### config.mk
export PLATFORM = sky130hd
export DESIGN_NAME = interval_map_range_table_flat
export DESIGN_NICKNAME = d
export VERILOG_FILES = /design/src/rtl/imrt_pkg.sv /design/src/rtl/imrt_if.sv /design/src/rtl/interval_map_range_table.sv /design/src/flat_wrapper.sv
export SDC_FILE = /design/constraint.sdc
export NUM_CORES = 1
export LEC_CHECK = 0
export ABC_AREA = 1
export BUFFER_PORTS_ARGS = -buffer_cell sky130_fd_sc_hd__buf_2
export CELL_PAD_IN_SITES_DETAIL_PLACEMENT = 0
export CELL_PAD_IN_SITES_GLOBAL_PLACEMENT = 1
export CORE_MARGIN = 5
export CORE_UTILIZATION = 40
export DETAILED_ROUTE_END_ITERATION = 12
export PLACE_DENSITY = 0.69
export SETUP_SLACK_MARGIN = 0.2
export SLEW_MARGIN = 20
export SYNTH_ARGS = -nofsm -noshare
export SYNTH_HDL_FRONTEND = slang
export SYNTH_HIERARCHICAL = 1
export SYNTH_SLANG_ARGS = --single-unit
### constraint.sdc
create_clock -name clk -period 6.2 [get_ports clk]
set_input_delay 1.24 -clock clk [delete_from_list [all_inputs] [get_ports clk]]
set_output_delay 1.24 -clock clk [all_outputs]
set_load 0.03 [all_outputs]
### src/rtl/imrt_pkg.sv
// Package: shared constants and types for the interval map range table.
`default_nettype none
package imrt_pkg;
  localparam int CAPACITY_DEF   = 16;
  localparam int KEY_BITS_DEF   = 16;
  localparam int VALUE_BITS_DEF = 8;

  localparam logic MODE_LOOKUP = 1'b0;
  localparam logic MODE_ASSIGN = 1'b1;

  typedef enum logic [2:0] {
    ST_IDLE,
    ST_SCAN,
    ST_DECIDE,
    ST_SHIFT,
    ST_DONE
  } imrt_state_t;
endpackage
`default_nettype wire

### src/rtl/imrt_if.sv
// Interfaces: input item, result item and configuration write channels.
`default_nettype none
interface imrt_in_if #(parameter int KEY_BITS = 16, parameter int VALUE_BITS = 8);
  logic                  valid;
  logic                  ready;
  logic                  mode;
  logic [KEY_BITS-1:0]   key_begin;
  logic [KEY_BITS:0]     key_end;
  logic [VALUE_BITS-1:0] value;
  modport source (output valid, mode, key_begin, key_end, value, input ready);
  modport sink   (input valid, mode, key_begin, key_end, value, output ready);
endinterface

interface imrt_out_if #(parameter int VALUE_BITS = 8);
  logic                  valid;
  logic                  ready;
  logic [VALUE_BITS-1:0] read_value;
  logic                  table_full;
  logic                  empty_range;
  modport source (output valid, read_value, table_full, empty_range, input ready);
  modport sink   (input valid, read_value, table_full, empty_range, output ready);
endinterface

interface imrt_cfg_if #(parameter int VALUE_BITS = 8);
  logic                  valid;
  logic                  ready;
  logic [VALUE_BITS-1:0] data;
  modport source (output valid, data, input ready);
  modport sink   (input valid, data, output ready);
endinterface
`default_nettype wire

### src/rtl/interval_map_range_table.sv
// Interval map range table: sorted breakpoint table with range assign and lookup.
//
// Channels: in_ (mode, key_begin, key_end, value), out_ (read_value,
// table_full, empty_range) and cfg_ (default_value write data). Each beat
// moves when valid and ready are both high.
// One item at a time: the block drops in_ready while it works and raises it
// again once the result has been taken by the receiver.
// A lookup scans the table entry by entry through the single read port of
// the key and value rams, then registers the result on out_.
// An assign scans the same way to find the insert position, end position and
// the value at key_end, then rebuilds the table in place in the same rams:
// each moved entry is read and then written at its new place, and one or two
// new breakpoints are written last.
// An assign with an empty range answers in the cycle after its beat.
// A result stays on out_ until taken; a stalled receiver holds the block.
// in_ready returns in the cycle after the result beat.
// Reset empties the table (count to zero) and sets default_value to zero;
// entries hold no reset value and no clearing pass is needed.
// cfg_ writes are taken at any time and meant for idle periods only.
`default_nettype none
module interval_map_range_table
  import imrt_pkg::*;
#(
  parameter int CAPACITY   = CAPACITY_DEF,
  parameter int KEY_BITS   = KEY_BITS_DEF,
  parameter int VALUE_BITS = VALUE_BITS_DEF
) (
  input  wire logic clk,
  input  wire logic rst_n,
  imrt_in_if.sink   in_ch,
  imrt_out_if.source out_ch,
  imrt_cfg_if.sink  cfg_ch
);
  localparam int IW = $clog2(CAPACITY);
  localparam int CW = $clog2(CAPACITY + 3);
  localparam logic [KEY_BITS:0] KEY_TOP = {1'b1, {KEY_BITS{1'b0}}};

  imrt_state_t state_r, state_nxt;

  logic [VALUE_BITS-1:0] def_r;
  logic [CW-1:0]         cnt_r, cnt_nxt;
  logic [CW-1:0]         idx_r, idx_nxt;
  logic                  mode_r, mode_nxt;
  logic [KEY_BITS-1:0]   kb_r, kb_nxt;
  logic [KEY_BITS:0]     ke_r, ke_nxt;
  logic [VALUE_BITS-1:0] val_r, val_nxt;
  // scan results
  logic [CW-1:0]         lo_r, lo_nxt;     // first index with key >= kb
  logic [CW-1:0]         hi_r, hi_nxt;     // first index with key >= ke
  logic                  endp_r, endp_nxt; // breakpoint sits exactly at ke
  logic [VALUE_BITS-1:0] vkb_r, vkb_nxt;   // value at kb
  logic [VALUE_BITS-1:0] vke_r, vke_nxt;   // value at ke
  logic [CW-1:0]         ncnt_r, ncnt_nxt;
  logic                  odd_r, odd_nxt;   // rebuild phase: read issued
  logic                  ovld_r, ovld_nxt;
  logic [VALUE_BITS-1:0] ord_r, ord_nxt;
  logic                  ofull_r, ofull_nxt, oempty_r, oempty_nxt;

  // storage: key and value rams
  logic                  we;
  logic [IW-1:0]         waddr, raddr;
  logic [KEY_BITS-1:0]   wkey, rkey;
  logic [VALUE_BITS-1:0] wval, rval;

  imrt_ram #(.WIDTH(KEY_BITS), .DEPTH(CAPACITY)) u_keys (
    .clk(clk), .we(we), .waddr(waddr), .wdata(wkey), .raddr(raddr), .rdata(rkey));
  imrt_ram #(.WIDTH(VALUE_BITS), .DEPTH(CAPACITY)) u_vals (
    .clk(clk), .we(we), .waddr(waddr), .wdata(wval), .raddr(raddr), .rdata(rval));

  // the rebuild walks from the top down when the table grows and up when it
  // shrinks, so a source entry is never overwritten before it is read
  logic                grow;
  logic signed [CW+1:0] delta;
  logic [CW-1:0]        rd_idx_r, rd_idx_nxt; // index whose data sits on rkey/rval
  logic                 rd_vld_r, rd_vld_nxt;

  assign in_ch.ready  = (state_r == ST_IDLE) && !ovld_r;
  assign cfg_ch.ready = 1'b1;
  assign out_ch.valid = ovld_r;
  assign out_ch.read_value  = ord_r;
  assign out_ch.table_full  = ofull_r;
  assign out_ch.empty_range = oempty_r;

  // shift amount between old and new positions of entries at/above hi
  always_comb begin
    delta = (CW+2)'($signed({2'b00, lo_r}) + 1 + ((ke_r < KEY_TOP && !endp_r) ? 1 : 0)
            - $signed({2'b00, hi_r}));
    grow = (delta > 0);
  end

  logic [CW-1:0] ins_end;   // new index after inserted run (first moved entry)
  assign ins_end = lo_r + 1'b1 + CW'((ke_r < KEY_TOP && !endp_r) ? 1 : 0);

  // target index of source entry s (s >= hi)
  function automatic logic [CW-1:0] tgt(input logic [CW-1:0] s,
                                        input logic [CW-1:0] h,
                                        input logic [CW-1:0] e);
    tgt = s - h + e;
  endfunction

  always_comb begin
    state_nxt = state_r;
    cnt_nxt = cnt_r; idx_nxt = idx_r; mode_nxt = mode_r;
    kb_nxt = kb_r; ke_nxt = ke_r; val_nxt = val_r;
    lo_nxt = lo_r; hi_nxt = hi_r; endp_nxt = endp_r;
    vkb_nxt = vkb_r; vke_nxt = vke_r; ncnt_nxt = ncnt_r; odd_nxt = odd_r;
    ovld_nxt = ovld_r; ord_nxt = ord_r; ofull_nxt = ofull_r; oempty_nxt = oempty_r;
    rd_idx_nxt = rd_idx_r; rd_vld_nxt = 1'b0;
    we = 1'b0; waddr = '0; wkey = rkey; wval = rval; raddr = '0;
    if (ovld_r && out_ch.ready) ovld_nxt = 1'b0;
    case (state_r)
      ST_IDLE: begin
        if (in_ch.valid && in_ch.ready) begin
          mode_nxt = in_ch.mode;
          kb_nxt   = in_ch.key_begin;
          ke_nxt   = in_ch.key_end;
          val_nxt  = in_ch.value;
          idx_nxt  = '0;
          lo_nxt   = cnt_r; hi_nxt = cnt_r; endp_nxt = 1'b0;
          vkb_nxt  = def_r; vke_nxt = def_r;
          if (in_ch.mode == MODE_ASSIGN &&
              {1'b0, in_ch.key_begin} >= in_ch.key_end) begin
            ord_nxt = '0; ofull_nxt = 1'b0; oempty_nxt = 1'b1;
            ovld_nxt = 1'b1;
          end else begin
            state_nxt = ST_SCAN;
          end
        end
      end
      // one entry per cycle: read issued at idx, compared next cycle
      ST_SCAN: begin
        raddr = idx_r[IW-1:0];
        if (idx_r < cnt_r) begin
          rd_vld_nxt = 1'b1;
          rd_idx_nxt = idx_r;
          idx_nxt = idx_r + 1'b1;
        end
        if (rd_vld_r) begin
          if (rkey <= kb_r) vkb_nxt = rval;
          if ({1'b0, rkey} <= ke_r) vke_nxt = rval;
          if (rkey >= kb_r && lo_r == cnt_r) lo_nxt = rd_idx_r;
          if ({1'b0, rkey} >= ke_r && hi_r == cnt_r) hi_nxt = rd_idx_r;
          if ({1'b0, rkey} == ke_r) endp_nxt = 1'b1;
        end
        if (idx_r >= cnt_r && !rd_vld_r) state_nxt = ST_DECIDE;
      end
      ST_DECIDE: begin
        if (mode_r == MODE_LOOKUP) begin
          ord_nxt = vkb_r; ofull_nxt = 1'b0; oempty_nxt = 1'b0;
          ovld_nxt = 1'b1; state_nxt = ST_DONE;
        end else begin
          ncnt_nxt = CW'($signed({2'b00, cnt_r}) + delta);
          if (ke_r > KEY_TOP) ke_nxt = KEY_TOP;
          if ($signed({2'b00, cnt_r}) + delta > CAPACITY) begin
            ord_nxt = '0; ofull_nxt = 1'b1; oempty_nxt = 1'b0;
            ovld_nxt = 1'b1; state_nxt = ST_DONE;
          end else begin
            // moving run: from cnt-1 down to hi when growing, hi up otherwise
            idx_nxt = grow ? cnt_r - 1'b1 : hi_r;
            odd_nxt = 1'b0;
            state_nxt = ST_SHIFT;
          end
        end
      end
      // read entry, then write it at its new place; then fill inserted run
      ST_SHIFT: begin
        if ((grow && (idx_r >= hi_r) && (idx_r < cnt_r)) ||
            (!grow && (idx_r < cnt_r))) begin
          if (!odd_r) begin
            raddr = idx_r[IW-1:0];
            odd_nxt = 1'b1;
          end else begin
            we = 1'b1;
            waddr = IW'(tgt(idx_r, hi_r, ins_end));
            odd_nxt = 1'b0;
            idx_nxt = grow ? idx_r - 1'b1 : idx_r + 1'b1;
          end
        end else begin
          // moved entries done: write kb, then ke breakpoint
          if (!odd_r) begin
            we = 1'b1; waddr = IW'(lo_r); wkey = kb_r; wval = val_r;
            odd_nxt = 1'b1;
            if (!(ke_r < KEY_TOP && !endp_r)) begin
              cnt_nxt = ncnt_r;
              ord_nxt = '0; ofull_nxt = 1'b0; oempty_nxt = 1'b0;
              ovld_nxt = 1'b1; state_nxt = ST_DONE;
            end
          end else begin
            we = 1'b1; waddr = IW'(lo_r + 1'b1);
            wkey = ke_r[KEY_BITS-1:0]; wval = vke_r;
            cnt_nxt = ncnt_r;
            ord_nxt = '0; ofull_nxt = 1'b0; oempty_nxt = 1'b0;
            ovld_nxt = 1'b1; state_nxt = ST_DONE;
          end
        end
      end
      ST_DONE: begin
        if (!ovld_r || out_ch.ready) state_nxt = ST_IDLE;
      end
      default: state_nxt = ST_IDLE;
    endcase
  end

  always_ff @(posedge clk) begin
    if (!rst_n) begin
      state_r <= ST_IDLE;
      cnt_r   <= '0;
      def_r   <= '0;
      ovld_r  <= 1'b0;
      rd_vld_r <= 1'b0;
    end else begin
      state_r <= state_nxt;
      cnt_r   <= cnt_nxt;
      ovld_r  <= ovld_nxt;
      rd_vld_r <= rd_vld_nxt;
      if (cfg_ch.valid) def_r <= cfg_ch.data;
    end
  end

  always_ff @(posedge clk) begin
    idx_r <= idx_nxt; mode_r <= mode_nxt; kb_r <= kb_nxt; ke_r <= ke_nxt;
    val_r <= val_nxt; lo_r <= lo_nxt; hi_r <= hi_nxt; endp_r <= endp_nxt;
    vkb_r <= vkb_nxt; vke_r <= vke_nxt; ncnt_r <= ncnt_nxt; odd_r <= odd_nxt;
    ord_r <= ord_nxt; ofull_r <= ofull_nxt; oempty_r <= oempty_nxt;
    rd_idx_r <= rd_idx_nxt;
  end

  a_cnt_cap: assert property (@(posedge clk) disable iff (!rst_n)
    cnt_r <= CW'(CAPACITY)) else $error("breakpoint count above capacity");
  a_busy: assert property (@(posedge clk) disable iff (!rst_n)
    (state_r != ST_IDLE) |-> !in_ch.ready) else $error("ready while busy");
  a_flags: assert property (@(posedge clk) disable iff (!rst_n)
    ovld_r |-> !(ofull_r && oempty_r)) else $error("both flags set");
  a_cnt_hold: assert property (@(posedge clk) disable iff (!rst_n)
    (state_r == ST_SCAN) |=> (cnt_r == $past(cnt_r))) else $error("count moved in scan");
endmodule

// Simple dual-port RAM: one write port, one read port with registered data.
module imrt_ram #(
  parameter int WIDTH = 8,
  parameter int DEPTH = 16
) (
  input  wire logic                     clk,
  input  wire logic                     we,
  input  wire logic [$clog2(DEPTH)-1:0] waddr,
  input  wire logic [WIDTH-1:0]         wdata,
  input  wire logic [$clog2(DEPTH)-1:0] raddr,
  output logic      [WIDTH-1:0]         rdata
);
  logic [WIDTH-1:0] mem [DEPTH];

  always_ff @(posedge clk) begin
    if (we) mem[waddr] <= wdata;
    rdata <= mem[raddr];
  end
endmodule
`default_nettype wire

### src/flat_wrapper.sv
// flat-port wrapper written by rule: the top's interface ports become plain ports
module interval_map_range_table_flat import imrt_pkg::*;
#(
  parameter int CAPACITY   = CAPACITY_DEF,
  parameter int KEY_BITS   = KEY_BITS_DEF,
  parameter int VALUE_BITS = VALUE_BITS_DEF
)
  (clk, rst_n, in_ch_valid, in_ch_mode, in_ch_key_begin, in_ch_key_end, in_ch_value, in_ch_ready, out_ch_valid, out_ch_read_value, out_ch_table_full, out_ch_empty_range, out_ch_ready, cfg_ch_valid, cfg_ch_data, cfg_ch_ready);
  imrt_in_if #(.KEY_BITS(KEY_BITS), .VALUE_BITS(VALUE_BITS)) in_ch_i ();
  imrt_out_if #(.VALUE_BITS(VALUE_BITS)) out_ch_i ();
  imrt_cfg_if #(.VALUE_BITS(VALUE_BITS)) cfg_ch_i ();
  input  wire logic clk;
  input  wire logic rst_n;
  input wire logic [$bits(in_ch_i.valid)-1:0] in_ch_valid;
  input wire logic [$bits(in_ch_i.mode)-1:0] in_ch_mode;
  input wire logic [$bits(in_ch_i.key_begin)-1:0] in_ch_key_begin;
  input wire logic [$bits(in_ch_i.key_end)-1:0] in_ch_key_end;
  input wire logic [$bits(in_ch_i.value)-1:0] in_ch_value;
  output wire logic [$bits(in_ch_i.ready)-1:0] in_ch_ready;
  output wire logic [$bits(out_ch_i.valid)-1:0] out_ch_valid;
  output wire logic [$bits(out_ch_i.read_value)-1:0] out_ch_read_value;
  output wire logic [$bits(out_ch_i.table_full)-1:0] out_ch_table_full;
  output wire logic [$bits(out_ch_i.empty_range)-1:0] out_ch_empty_range;
  input wire logic [$bits(out_ch_i.ready)-1:0] out_ch_ready;
  input wire logic [$bits(cfg_ch_i.valid)-1:0] cfg_ch_valid;
  input wire logic [$bits(cfg_ch_i.data)-1:0] cfg_ch_data;
  output wire logic [$bits(cfg_ch_i.ready)-1:0] cfg_ch_ready;
  assign in_ch_i.valid = in_ch_valid;
  assign in_ch_i.mode = in_ch_mode;
  assign in_ch_i.key_begin = in_ch_key_begin;
  assign in_ch_i.key_end = in_ch_key_end;
  assign in_ch_i.value = in_ch_value;
  assign in_ch_ready = in_ch_i.ready;
  assign out_ch_valid = out_ch_i.valid;
  assign out_ch_read_value = out_ch_i.read_value;
  assign out_ch_table_full = out_ch_i.table_full;
  assign out_ch_empty_range = out_ch_i.empty_range;
  assign out_ch_i.ready = out_ch_ready;
  assign cfg_ch_i.valid = cfg_ch_valid;
  assign cfg_ch_i.data = cfg_ch_data;
  assign cfg_ch_ready = cfg_ch_i.ready;
  interval_map_range_table #(.CAPACITY(CAPACITY), .KEY_BITS(KEY_BITS), .VALUE_BITS(VALUE_BITS)) u_core (.clk(clk), .rst_n(rst_n), .in_ch(in_ch_i), .out_ch(out_ch_i), .cfg_ch(cfg_ch_i));
endmodule
==> results of run 1 <==
==> power by group through the flow <==
stage,clock network [mW],logic (mW),registers (mW)
2_1_floorplan,0,3.03,5.05
3_3_place_gp,0,4.35,5.20
3_5_place_dp,0,4.43,5.21
4_1_cts,3.26,4.44,5.14
5_1_grt,3.41,4.95,5.17
6_report,3.18,4.41,5.14
==> worst reg2reg max path, delay by kind of cell (launching register included) <==
kind,cells,cell delay (ns)
compound gates,1,0.71
fa+ha+maj,3,0.93
buf+inv,3,0.26
flops,1,0.43
simple gates,11,2.57
==> stage by stage <==
| stage | utilization (%) | cell area (um^2) |
|---|---|---|
| 6_report | 45.42 | 27980 |
| 5_1_grt | 45.42 | 27980 |
| 4_1_cts | 45.40 | 27970 |
| 3_5_place_dp | 42.52 | 26190 |
| 3_3_place_gp | 42.50 | 26180 |
| 2_1_floorplan | - | 24870 |
==> logic make-up (layout without fill, tap and decap cells) <==
kind of cell	Yosys count	count (layout)	share of synthesized area (%)
compound gates	132	132	3.104
xor+xnor	21	21	0.7396
fa+ha+maj	87	87	4.619
buf+inv	545	666	9.182
flops	521	521	61.22
other cells	1	1	0.01508
simple gates	1239	1239	21.12
==> registers in the layout, summed over array words and instances, names as in the netlist, 16 cells and up <==
| name | flops |
|---|---|
| u_core/kb_r | 16 |
| u_core/ke_r | 17 |
| u_core/u_keys/mem | 256 |
| u_core/u_keys/rdata | 16 |
| u_core/u_vals/mem | 128 |
==> cell type report <==
class / instances / area, um^2
Fill cell: 5898 / 33620
Sequential cell: 521 / 15220
Timing Repair Buffer: 111 / 705.7
Clock buffer: 68 / 1508
Multi-Input combinational cell: 1480 / 7532
Inverter: 449 / 1692
Tap cell: 837 / 1047
Clock inverter: 38 / 270.3
==> how the worst min path moves through the flow <==
stage | from | end | slack (ns) | cells after the start
3_3_place_gp | u_core/def_r[6] | u_core/def_r[6] | 0.49 | 2
4_1_cts | u_core/def_r[6] | u_core/def_r[6] | 0.50 | 2
3_5_place_dp | u_core/def_r[6] | u_core/def_r[6] | 0.49 | 2
2_1_floorplan | u_core/def_r[1] | u_core/def_r[1] | 0.46 | 2
5_1_grt | u_core/ncnt_r[2] | u_core/cnt_r[2] | 0.54 | 2
6_report | u_core/def_r[6] | u_core/def_r[6] | 0.51 | 2
==> cells in the mapped netlist (3+ instances only) <==
cell	instances	share of area [%]
nand4_1	14	0.35
o21ai_0	31	0.62
a31oi_1	25	0.63
nor3_1	6	0.12
dfxtp_1	42	3.4
edfxtp_1	479	58
nor2_2	6	0.15
xor2_1	15	0.53
a21oi_1	44	0.89
nor2_1	132	2.0
inv_1	436	6.6
inv_2	12	0.18
nor4_1	5	0.13
nand3b_1	7	0.21
xnor2_1	6	0.21
ha_1	79	4.0
nand2_4	3	0.14
nand2_1	728	11
nand3_2	3	0.12
clkbuf_1	22	0.33
nand3_1	324	6.5
buf_2	35	0.70
buf_4	23	0.69
fa_1	8	0.64
buf_6	14	0.63
o211ai_1	7	0.21
o21ai_1	7	0.14
o31ai_1	3	0.091
nor2_4	4	0.18
==> routing by layer <==
metal / up-vias / wire [um]
li1: 8446 / -
met1: 8327 / 29010
met2: 443 / 30690
met3: 112 / 3663
met4: 0 / 1943
met5: - / 0
==> flow_results.org, run 1 <==
** Status
- The run finished with clean final reports.

** Pwr
- Maximum vdd drop :: 0.4125 mV
- Power comes to 12.73 mW.
- In this run, the clock network consumes 25.0% of the power.
- Share of total power consumed by net switching :: 37.64%
- Combinational logic burns 34.6% of the power.
- Internal power comes to 7.940 mW.
- In this run, flip-flops and latches consume 40.4% of the power.
- Total net switching power :: 4.791 mW
- Leakage power :: 12.04 nW
- Power Density :: 455.0 nW/um^2

** Setup path
- Worst reg2reg path startpoint :: u_core/ke_r[16]
- Critical path capture point :: u_core/u_keys/mem[14][2]
- Crit. Startpoint :: u_core/ke_r[16]
- Worst path depth :: 18
- The largest single stage delay on the critical path is 0.82 ns.
- Required time of the worst setup path :: 6.41 ns
- The slowest stage of the critical path is the nor2_2 cell.
- Endpoint class of the critical path :: register
- STA classifies the critical path startpoint as a register.
- The setup path with the least slack is of type register to register.
- Broken down by cell family, the worst path's largest delay share belongs to simple AND/OR/NAND/NOR gates.
- CP bufs+invs :: 3
- Highest net fanout along the worst path :: 16
- Worst reg-to-reg setup slack :: 0.89 ns
- The critical path goes through or2_2 -> fa_1 -> inv_1 -> ha_1 -> inv_1 -> fa_1 -> nand3b_1 -> nand2_1 -> nand2_2 -> nand2_4 -> nand3_2 -> nand3_2 -> nand2_2 -> nor2_1 -> inv_1 -> o31ai_2 -> nand3_1 -> nor2_2.
- Endpoint arrival time on the critical path :: 5.52 ns
- The worst register-to-register path ends at u_core/u_keys/mem[14][2].
- Measured in cells, the most critical reg-to-reg path has a length of 18.
- The cell that appears most often on the critical path is inv_1.

** Clock tree
- Post-CTS repair changed the size of 0 cells.
- CTS root buffer :: clkbuf_16
- Buffer levels on the longest clock path :: 3
- CTS Buf Count :: 56
- CTS tree :: done
- Once the clock tree was built, the setup fixing pass inserted 0 buffers.
- Clk_lat worst skew :: 0.61 ns
- The H-tree was split into 2 levels.
- Hold repair after CTS inserted 0 buffers.
- CTS saw 521 sinks.
- After clock tree synthesis, the clock-pin slew on the worst setup and hold paths is 0.06 ns.

** Synth
- Number of flops mapped to enable cells by yosys :: 479
- In this run the cell area of the synthesized design comes to 24,870 um^2.
- After synthesis, the share of flip-flops with an asynchronous set or reset is 0%.
- For this run, the leading register cell type out of synthesis is edfxtp_1.
- Sequential area share after synthesis :: 61.22%
- Count of mapped cells out of synthesis :: 2,546
- The number of different library cells used by synthesis comes to 49.
- FF+latch count, synth :: 521
- When the netlist entered floorplanning its net count stood at 2,688.
- Number of warnings issued by yosys :: 6
- Mean area per synthesized cell :: 9.768 um^2

** Drt
- For this run, design rule violations remaining after detail routing come to 0.
- Final antenna-violating net count :: 0
- Post-detailed-routing wire length :: 65.31 mm
- Detail-routed net length per standard cell :: 18.64 um
- Via density per instance :: 4.945
- DR pass1 iterations :: 6
- Total number of vias :: 17,330
- The detailed router finished its first iteration with 1,216 violations.

** Timing
- The worst pin sits at a relative slew slack of 25.82%.
- On the final layout, the worst clock skew is 0.02159 ns.
- Max Slew Vio Count :: 0
- Measured slew at the worst slew-check pin :: 1.111 ns
- Final hold slack :: 0.5068 ns
- Adding up every negative setup slack in the final design gives 0 ns.
- Derived from the worst setup path, the maximum achievable clock frequency is 188.3 MHz.
- Setup violations remaining at the end of the flow were counted as 0.
- The hold violation count in the final report is 0.
- Crit share post-route :: 85.67%
- In the post-route analysis, the smallest setup slack over all paths is 0.8882 ns.
- Time the worst path needs with I/O delays and setup :: 5.312 ns
- Unrepaired setup endpoints after global routing :: no

** GRT
- Global routing consumed, on the met1 layer, 25.90% of the routing resources.
- Met3 demand-to-capacity share in global routing :: 3.434%
- Global Route Usage Sum :: 19.07%
- Maximum number of pins on one net before global-route repair :: 142
- Number of antenna violations at the first check in global routing :: 0
- The first global-routing pass estimated 99.74 mm of wire.
- After global routing, the most crowded layer is met2.
- Met2 Use GR :: 31.38%
- Total global routing overflow :: 0
- Number of global-route vias before repair :: 17,150

** Floorplanning
- CORE AREA :: 61,600 um^2
- Once the floorplan was initialized, standard cells occupied 40.37% of the core.
- For this design the top-level I/O count stands at 68.
- Measured along the y axis, the die boundary spans 259.3 um.
- Horiz. Die Dim :: 259.3 um
- Placement Rows :: 91
- The floorplan step defined a die boundary enclosing 67,260 um^2.

** Placement
- The HPWL after detailed placement is 42.35 mm.
- Port buffer count :: 66
- RePlAce Congestion :: 0.8772
- Cell Count Post-Placement :: 3,398
- Timing analysis after detailed placement gives a worst setup slack of 0.9369 ns.

** Layout
- Synth-to-layout area growth :: 12.51%
- Post-layout nets :: 2,761
- Of the cells placed in the final design, the portion with a size suffix greater than 1 is 10.16%.
- Most common cell after layout, fill and taps aside :: nand2_1
- Final cell count without fillers :: 3,504
- Most used cells in the layout excluding fill and tap cells :: 728 x nand2_1, 479 x edfxtp_1, 435 x inv_1, 324 x nand3_1, 112 x nor2_1
- Count of inserted antenna diode cells :: 0

** Flow run
- Number of max-cap violations :: 0

** Hold path
- The tightest min-delay check is of the register to register type.
No activity file was read; power rests on OpenSTA's default activity.
==> run 2, diff against run 1 <==
CORE_UTILIZATION = 45   (was 40)
PLACE_DENSITY = 0.76   (was 0.69)
==> run 2 against run 1 <==
Net effect: die area down 11%; sequential share of layout area rose by 0.33 points; power grew 2.2%; fmax shrank 1.6%; register-to-register slack got worse by 0.09 ns; cell area shrank 0.60%.
==> flow_results.org, run 2 (synthesis results as in run 1) <==
** Status
- Outcome :: finished clean

** Setup path
- Endpoint arrival time on the critical path :: 5.63 ns
- Slowest cell on crit path :: nor2_2
- Most numerous cell on the critical path :: inv_1
- Critical setup path kind :: register to register
- Walking the worst path, the cells encountered are or2_2 -> fa_1 -> inv_1 -> ha_1 -> inv_1 -> fa_1 -> nand3b_1 -> nand2_1 -> nand2_2 -> nand2_4 -> nand3_2 -> nand3_2 -> nand2_2 -> nor2_1 -> inv_1 -> o31ai_1 -> nand3b_1 -> nor2_2.
- Crit start category :: register
- At the worst endpoint, the required time is 6.43 ns.
- Highest net fanout along the worst path :: 16
- Stage delay of the slowest cell on the critical path :: 0.81 ns
- Endpoint class of the critical path :: register

** Drt
- The final layout contains routed wiring with a total length of 65.34 mm.
- In the final routed layout, each cell accounts on average for 19.52 um.
- DRC errors left :: 0
- Drt initial violations :: 1,559
- Total number of vias :: 17,530
- DR pass1 iterations :: 5
- In this run the remaining antenna-violating nets after routing total 0.
- Via density per instance :: 5.236

** Floorplanning
- The die covers 60,070 um^2.
- IO Count :: 68
- The die is 245.1 um tall.
- Horiz. Die Dim :: 245.1 um
- CORE AREA :: 54,880 um^2
- Placement Rows :: 86
- For this configuration, the core starts out at a cell density of 45.32%.

** Pwr
- The design draws 13.01 mW.
- Power Density :: 467.7 nW/um^2
- Maximum vdd drop :: 0.3622 mV
- Summed over all cells, the static leakage comes to 11.95 nW.

** Clock tree
- CTS built an H-tree with a depth of 2.
- Clk_lat worst skew :: 0.62 ns
- CTS tree :: done
- Counting every sink on the clock net gives 521.
- Postcts setup bufs :: 0
- Number of buffers inserted for hold repair after clock tree synthesis :: 0
- CTS clock-pin slew for the worst setup and hold paths :: 0.06 ns
- CTS Buf Count :: 55
- Buffer levels on the longest clock path :: 3
- Once the clock tree was built, the resizer swapped 0 gates to a different size.
- The tree is rooted in a clkbuf_16.

** Layout
- The final layout contains 2,741 nets.
- In the final layout, the share of cells above drive strength 1 is 9.909%.
- Measured on the finished design, the core utilization comes to 50.68%.
- Leaving out fill and tap cells, the most frequent cell in the layout is nand2_1.
- Flip-flop count of the largest register after layout :: 256
- After routing the design area is 27,810 um^2.
- The largest registers in the layout are u_core/u_keys/mem (256), u_core/u_vals/mem (128), u_core/ke_r (17).
- Counting flops per register, the top entry is u_core/u_keys/mem.
- 0 antenna diodes ended up in the layout.
- In the layout the commonest cells are 728 x nand2_1, 479 x edfxtp_1, 436 x inv_1, 324 x nand3_1, 112 x nor2_1.
- Compared with the post-synthesis result, the final layout area differs by 11.83%.

** GRT
- First-pass GRT wire length :: 99.73 mm
- Entering global routing, the biggest net connects 106 pins.
- For this run the aggregate overflow at the end of global routing stands at 0.
- The via count of the first global-routing pass came to 17,100.
- Number of antenna violations at the first check in global routing :: 0
- Global routing used 21.47% of the available tracks across all layers.

** Timing
- Setup violations remaining at the end of the flow were counted as 0.
- Final hold slack :: 0.5164 ns
- The hold violation count in the final report came to 0.
- Time the worst path needs with I/O delays and setup :: 5.399 ns
- The final critical path takes up 87.08% of the cycle.
- Measured slew at the worst slew-check pin :: 1.206 ns
- Max Slew Vio Count :: 0
- Max transition margin :: 19.33%
- Max Clk Rate :: 185.2 MHz
- Setup TNS :: 0 ns
- For the final database, setup skew stands at 0.02369 ns.
- Unrepaired setup endpoints after global routing :: no

** Placement
- RePlAce Congestion :: 0.8983
- Once placement finished, the instance area stood at 25,940 um^2.
- Post-DP HPWL :: 43.26 mm
- Port buffer count :: 66

** Hold path
- Worst Hold Class :: register to register

** Flow run
- Number of max-cap violations :: 0
run 2: changes by cell type in the layout (fill, tap and decap cells not counted), moves of 4 or more:
cell | previous run | this run
a31oi_2 | 13 | 18
bufinv_16 | 2 | 6
a31oi_1 | 12 | 1
buf_4 | 42 | 23
a31oi_4 | 0 | 6
clkinvlp_4 | 1 | 5
clkbuf_8 | 4 | 0
clkinv_1 | 14 | 9
clkinv_2 | 19 | 12
run 2: worst paths after layout:
kind                                       start                       end  slack (ns)  cells past startpoint
worst min-delay path            u_core/ncnt_r[4]           u_core/cnt_r[4]        0.52                      2
worst max register to register   u_core/ke_r[16]  u_core/u_keys/mem[4][10]        0.80                     18
worst min register to register  u_core/ncnt_r[4]           u_core/cnt_r[4]        0.52                      2
worst max-delay path             u_core/ke_r[16]  u_core/u_keys/mem[4][10]        0.80                     18
run 2: power breakdown:
group / leakage (nW) / internal, mW / switching, mW
Combinational: 6.36 / 1.32 / 3.25
Sequential: 4.71 / 4.79 / 0.319
Clock: 0.883 / 1.90 / 1.42
Total: 11.9 / 8.01 / 4.99
run 2: layout make-up:
| type | count | area, um^2 |
|---|---|---|
| Timing Repair Buffer | 92 | 563.0 |
| Fill cell | 4967 | 27070 |
| Clock buffer | 61 | 1399 |
| Tap cell | 704 | 880.8 |
| Clock inverter | 41 | 419.2 |
| Inverter | 449 | 1692 |
| Sequential cell | 521 | 15220 |
| Multi-Input combinational cell | 1480 | 7634 |
run 2: per-stage QoR:
stage,worst slack (ns),std cells
floorplan,1.725,2546
global placement,0.9635,3246
detailed placement,0.8579,3246
CTS,0.8498,3348
global route,0.3583,3348
finish,0.8008,3348
run 2: critical path, delay by kind of cell, from the launching register on:
kind / cells / cell delay [ns]
AO/OA/AOI/OAI: 1 / 0.74
adder cells (fa/ha/maj): 3 / 0.95
buffers and inverters: 3 / 0.24
flip-flops: 1 / 0.43
AND/OR/NAND/NOR: 11 / 2.65
run 2: per-layer routing:
layer	up-vias	track usage, %	part of all wire, %
met5	-	0	0
met4	0	6.848	3.4
met3	109	3.071	6.5
met2	578	34.34	46
met1	8435	30.56	44
li1	8407	-	-
==> run 3, diff against run 2 <==
PLACE_DENSITY = 0.79   (was 0.76)
clock period = 4.66 ns   (was 6.2 ns; I/O delays follow)
==> run 3 against run 2 <==
Net effect: flip-flop and latch count stayed put; power is 32% higher; critical endpoint is now u_core/u_keys/mem[12][7]; cell count is 2.1% higher; largest cell class unchanged; hold slack worse by 0.023 ns.
==> flow_results.org, run 3 (synthesis results as in run 1) <==
** Setup path
- Endpoint class of the critical path :: register
- Stage delay of the slowest cell on the critical path :: 0.40 ns
- Slowest cell on crit path :: edfxtp_1
- The setup check on the worst reg-to-reg path leaves a slack of 0.20 ns.
- Highest net fanout along the worst path :: 10
- Crit start category :: register
- Critical setup path kind :: register to register
- The signal on the critical path passes through or2_2 -> fa_1 -> inv_1 -> ha_1 -> inv_1 -> fa_1 -> nand3b_1 -> nand2_1 -> nand2_2 -> nand2_4 -> nand3_2 -> nand3_2 -> nand2_2 -> nor2_1 -> inv_1 -> o31ai_1 -> buf_4 -> nand3_1 -> nor2_2 -> buf_4.
- Most numerous cell on the critical path :: inv_1
- Count of cells along the worst register-to-register path :: 20
- Reg-to-Reg End :: u_core/u_keys/mem[12][7]
- At the worst endpoint, the required time is 4.94 ns.
- Worst reg2reg path startpoint :: u_core/ke_r[16]
- Endpoint arrival time on the critical path :: 4.74 ns

** Pwr
- Maximum vdd drop :: 0.4955 mV
- Leakage power :: 12.33 nW
- Power Density :: 603.6 nW/um^2

** Layout
- For this run, the post-layout net count is 2,809.
- Final core occ :: 51.65%
- Counting flops per register, the top entry is u_core/u_keys/mem.
- Fill cells in the final layout number 4,892.
- In the final layout, the registers with the most flip-flops are u_core/u_keys/mem (256), u_core/u_vals/mem (128), u_core/ke_r (17).
- Count of inserted antenna diode cells :: 0
- Flip-flop count of the largest register after layout :: 256
- Share of cells above drive strength 1 :: 11.39%
- In the layout the commonest cells are 728 x nand2_1, 479 x edfxtp_1, 435 x inv_1, 323 x nand3_1, 109 x nor2_1.
- Leaving out fill and tap cells, the most frequent cell in the layout is nand2_1.
- From synthesis to final layout, the design area changed by 13.98%.

** Drt
- Final antenna-violating net count :: 0
- DRC errors left :: 0
- Post-detailed-routing wire length :: 63.01 mm
- Across all layers, the routed design uses 17,670 vias.
- Before antenna repair, the detailed router went through 5 iterations.
- After the first detailed-routing iteration, the DRC count stood at 1,420.
- Via density per instance :: 5.171
- Detail-routed net length per standard cell :: 18.44 um

** Timing
- Setup violations remaining at the end of the flow were counted as 0.
- Measured against its own limit, the worst slew margin works out to 27.03%.
- For the pin with the worst max-slew slack, the measured transition is 1.085 ns.
- Of the available clock period, the critical path in the final layout requires 95.70%.
- Setup repair after global routing could not meet its margin everywhere.
- The count of pins over their slew limit was 0.
- Static timing analysis puts the maximum clock frequency at 224.2 MHz.
- The hold violation count in the final report was 0.
- Setup TNS :: 0 ns
- Time the worst path needs with I/O delays and setup :: 4.460 ns
- Hold is met by 0.4931 ns.
- Clock skew after layout :: 0.02240 ns

** Floorplanning
- For this design the top-level I/O count stands at 68.
- In this run the vertical extent of the chip is 245.1 um.
- The core region is 54,880 um^2.
- The die covers 60,070 um^2.
- Placement Rows :: 86
- Horiz. Die Dim :: 245.1 um
- Once the floorplan was initialized, standard cells occupied 45.32% of the core.

** Clock tree
- The tree is rooted in a clkbuf_16.
- CTS tree :: done
- Number of clock sinks seen by CTS :: 521
- The later pin in the worst-skew pair is clocked with a latency of 0.61 ns.
- CTS Buf Count :: 54
- In this run, post-CTS hold repair placed 0 buffers.
- Clock-pin slew was measured on the worst setup and hold paths at 0.06 ns.
- The longest clock path from root to sink contains 3 buffers.
- CTS built an H-tree with a depth of 2.

** Hold path
- HP Start :: in_ch_value[7]
- For hold timing, the worst endpoint is u_core/val_r[7].
- Cells on Worst Hold Path :: 1
- The min-delay analysis places its worst path in the category input pin to register.

** GRT
- Entering global routing, the biggest net connects 78 pins.
- The total overflow left after global routing is 0.
- The initial antenna violation count was 0.
- First-pass GRT wire length :: 98.05 mm
- Number of global-route vias before repair :: 17,490
- Across every metal layer, demand over resource in global routing totals 20.82%.

** Flow run
- Number of max-cap violations :: 0

** Placement
- In this run the tool buffered the top-level ports with 66 buffer cells.
- Once detailed placement completed, the half-perimeter wirelength came to 41.29 mm.
- RePlAce Congestion :: 0.8935

** Status
- Outcome :: finished clean
-- run 3: final cells by class --
type | count | area [um^2] | share of cell area [%]
Clock inverter | 33 | 367.9 | 1.298
Timing Repair Buffer | 161 | 1266 | 4.467
Inverter | 449 | 1689 | 5.959
Clock buffer | 69 | 1429 | 5.041
Tap cell | 704 | 880.8 | 3.107
Sequential cell | 521 | 15220 | 53.71
Multi-Input combinational cell | 1480 | 7488 | 26.42
-- run 3: worst max path at each step --
stage	end	from	slack [ns]	depth (start not counted)
final	u_core/u_keys/mem[12][7]	u_core/ke_r[16]	0.20	20
after global routing	u_core/u_vals/mem[1][0]	u_core/ke_r[16]	0.04	21
after CTS	u_core/u_vals/mem[3][7]	u_core/ke_r[16]	0.25	16
after detailed placement	u_core/u_vals/mem[3][2]	u_core/ke_r[16]	0.25	16
after global placement	u_core/u_vals/rdata[3]	u_core/ke_r[16]	0.36	23
after floorplan	u_core/u_keys/mem[12][0]	u_core/ke_r[16]	0.18	18
-- run 3: where the power goes --
part	total, mW	internal [mW]	switching [mW]
Combinational	5.95	1.92	4.03
Sequential	6.80	6.35	0.444
Clock	4.36	2.57	1.80
Total	17.1	10.8	6.27
-- run 3: per-layer routing --
| metal | up-vias | track usage (%) | wire length, um |
|---|---|---|---|
| met2 | 554 | 35.28 | 30500 |
| li1 | 8547 | - | - |
| met1 | 8471 | 28.13 | 27070 |
| met3 | 96 | 3.114 | 3868 |
| met5 | - | 0 | 0 |
| met4 | 0 | 5.891 | 1580 |
-- run 3: metrics by stage --
stage                     instances  cell area [um^2]  worst slack (ns)  total power, mW
final                          3417             28350            0.2005            17.11
after global routing           3417             28350           0.03632            18.14
after CTS                      3415             28240            0.2494            17.16
after detailed placement       3313             26450            0.2524            12.76
after global placement         3313             26440            0.3615            12.64
after floorplan                2546             24870            0.1850            10.75
-- run 3: what timing repair did --
item,in CTS,in global routing
endpoints found under the hold margin,0,0
buffers inserted,0,2
gates resized for setup,0,18
endpoints found under the setup margin,0,249
-- run 3: critical path, delay by kind of cell, from the launching register on --
family,cells,cell delay (ns)
AO/OA/AOI/OAI,1,0.28
adder cells (fa/ha/maj),3,0.93
buffers and inverters,5,0.72
flip-flops,1,0.40
AND/OR/NAND/NOR,11,1.80
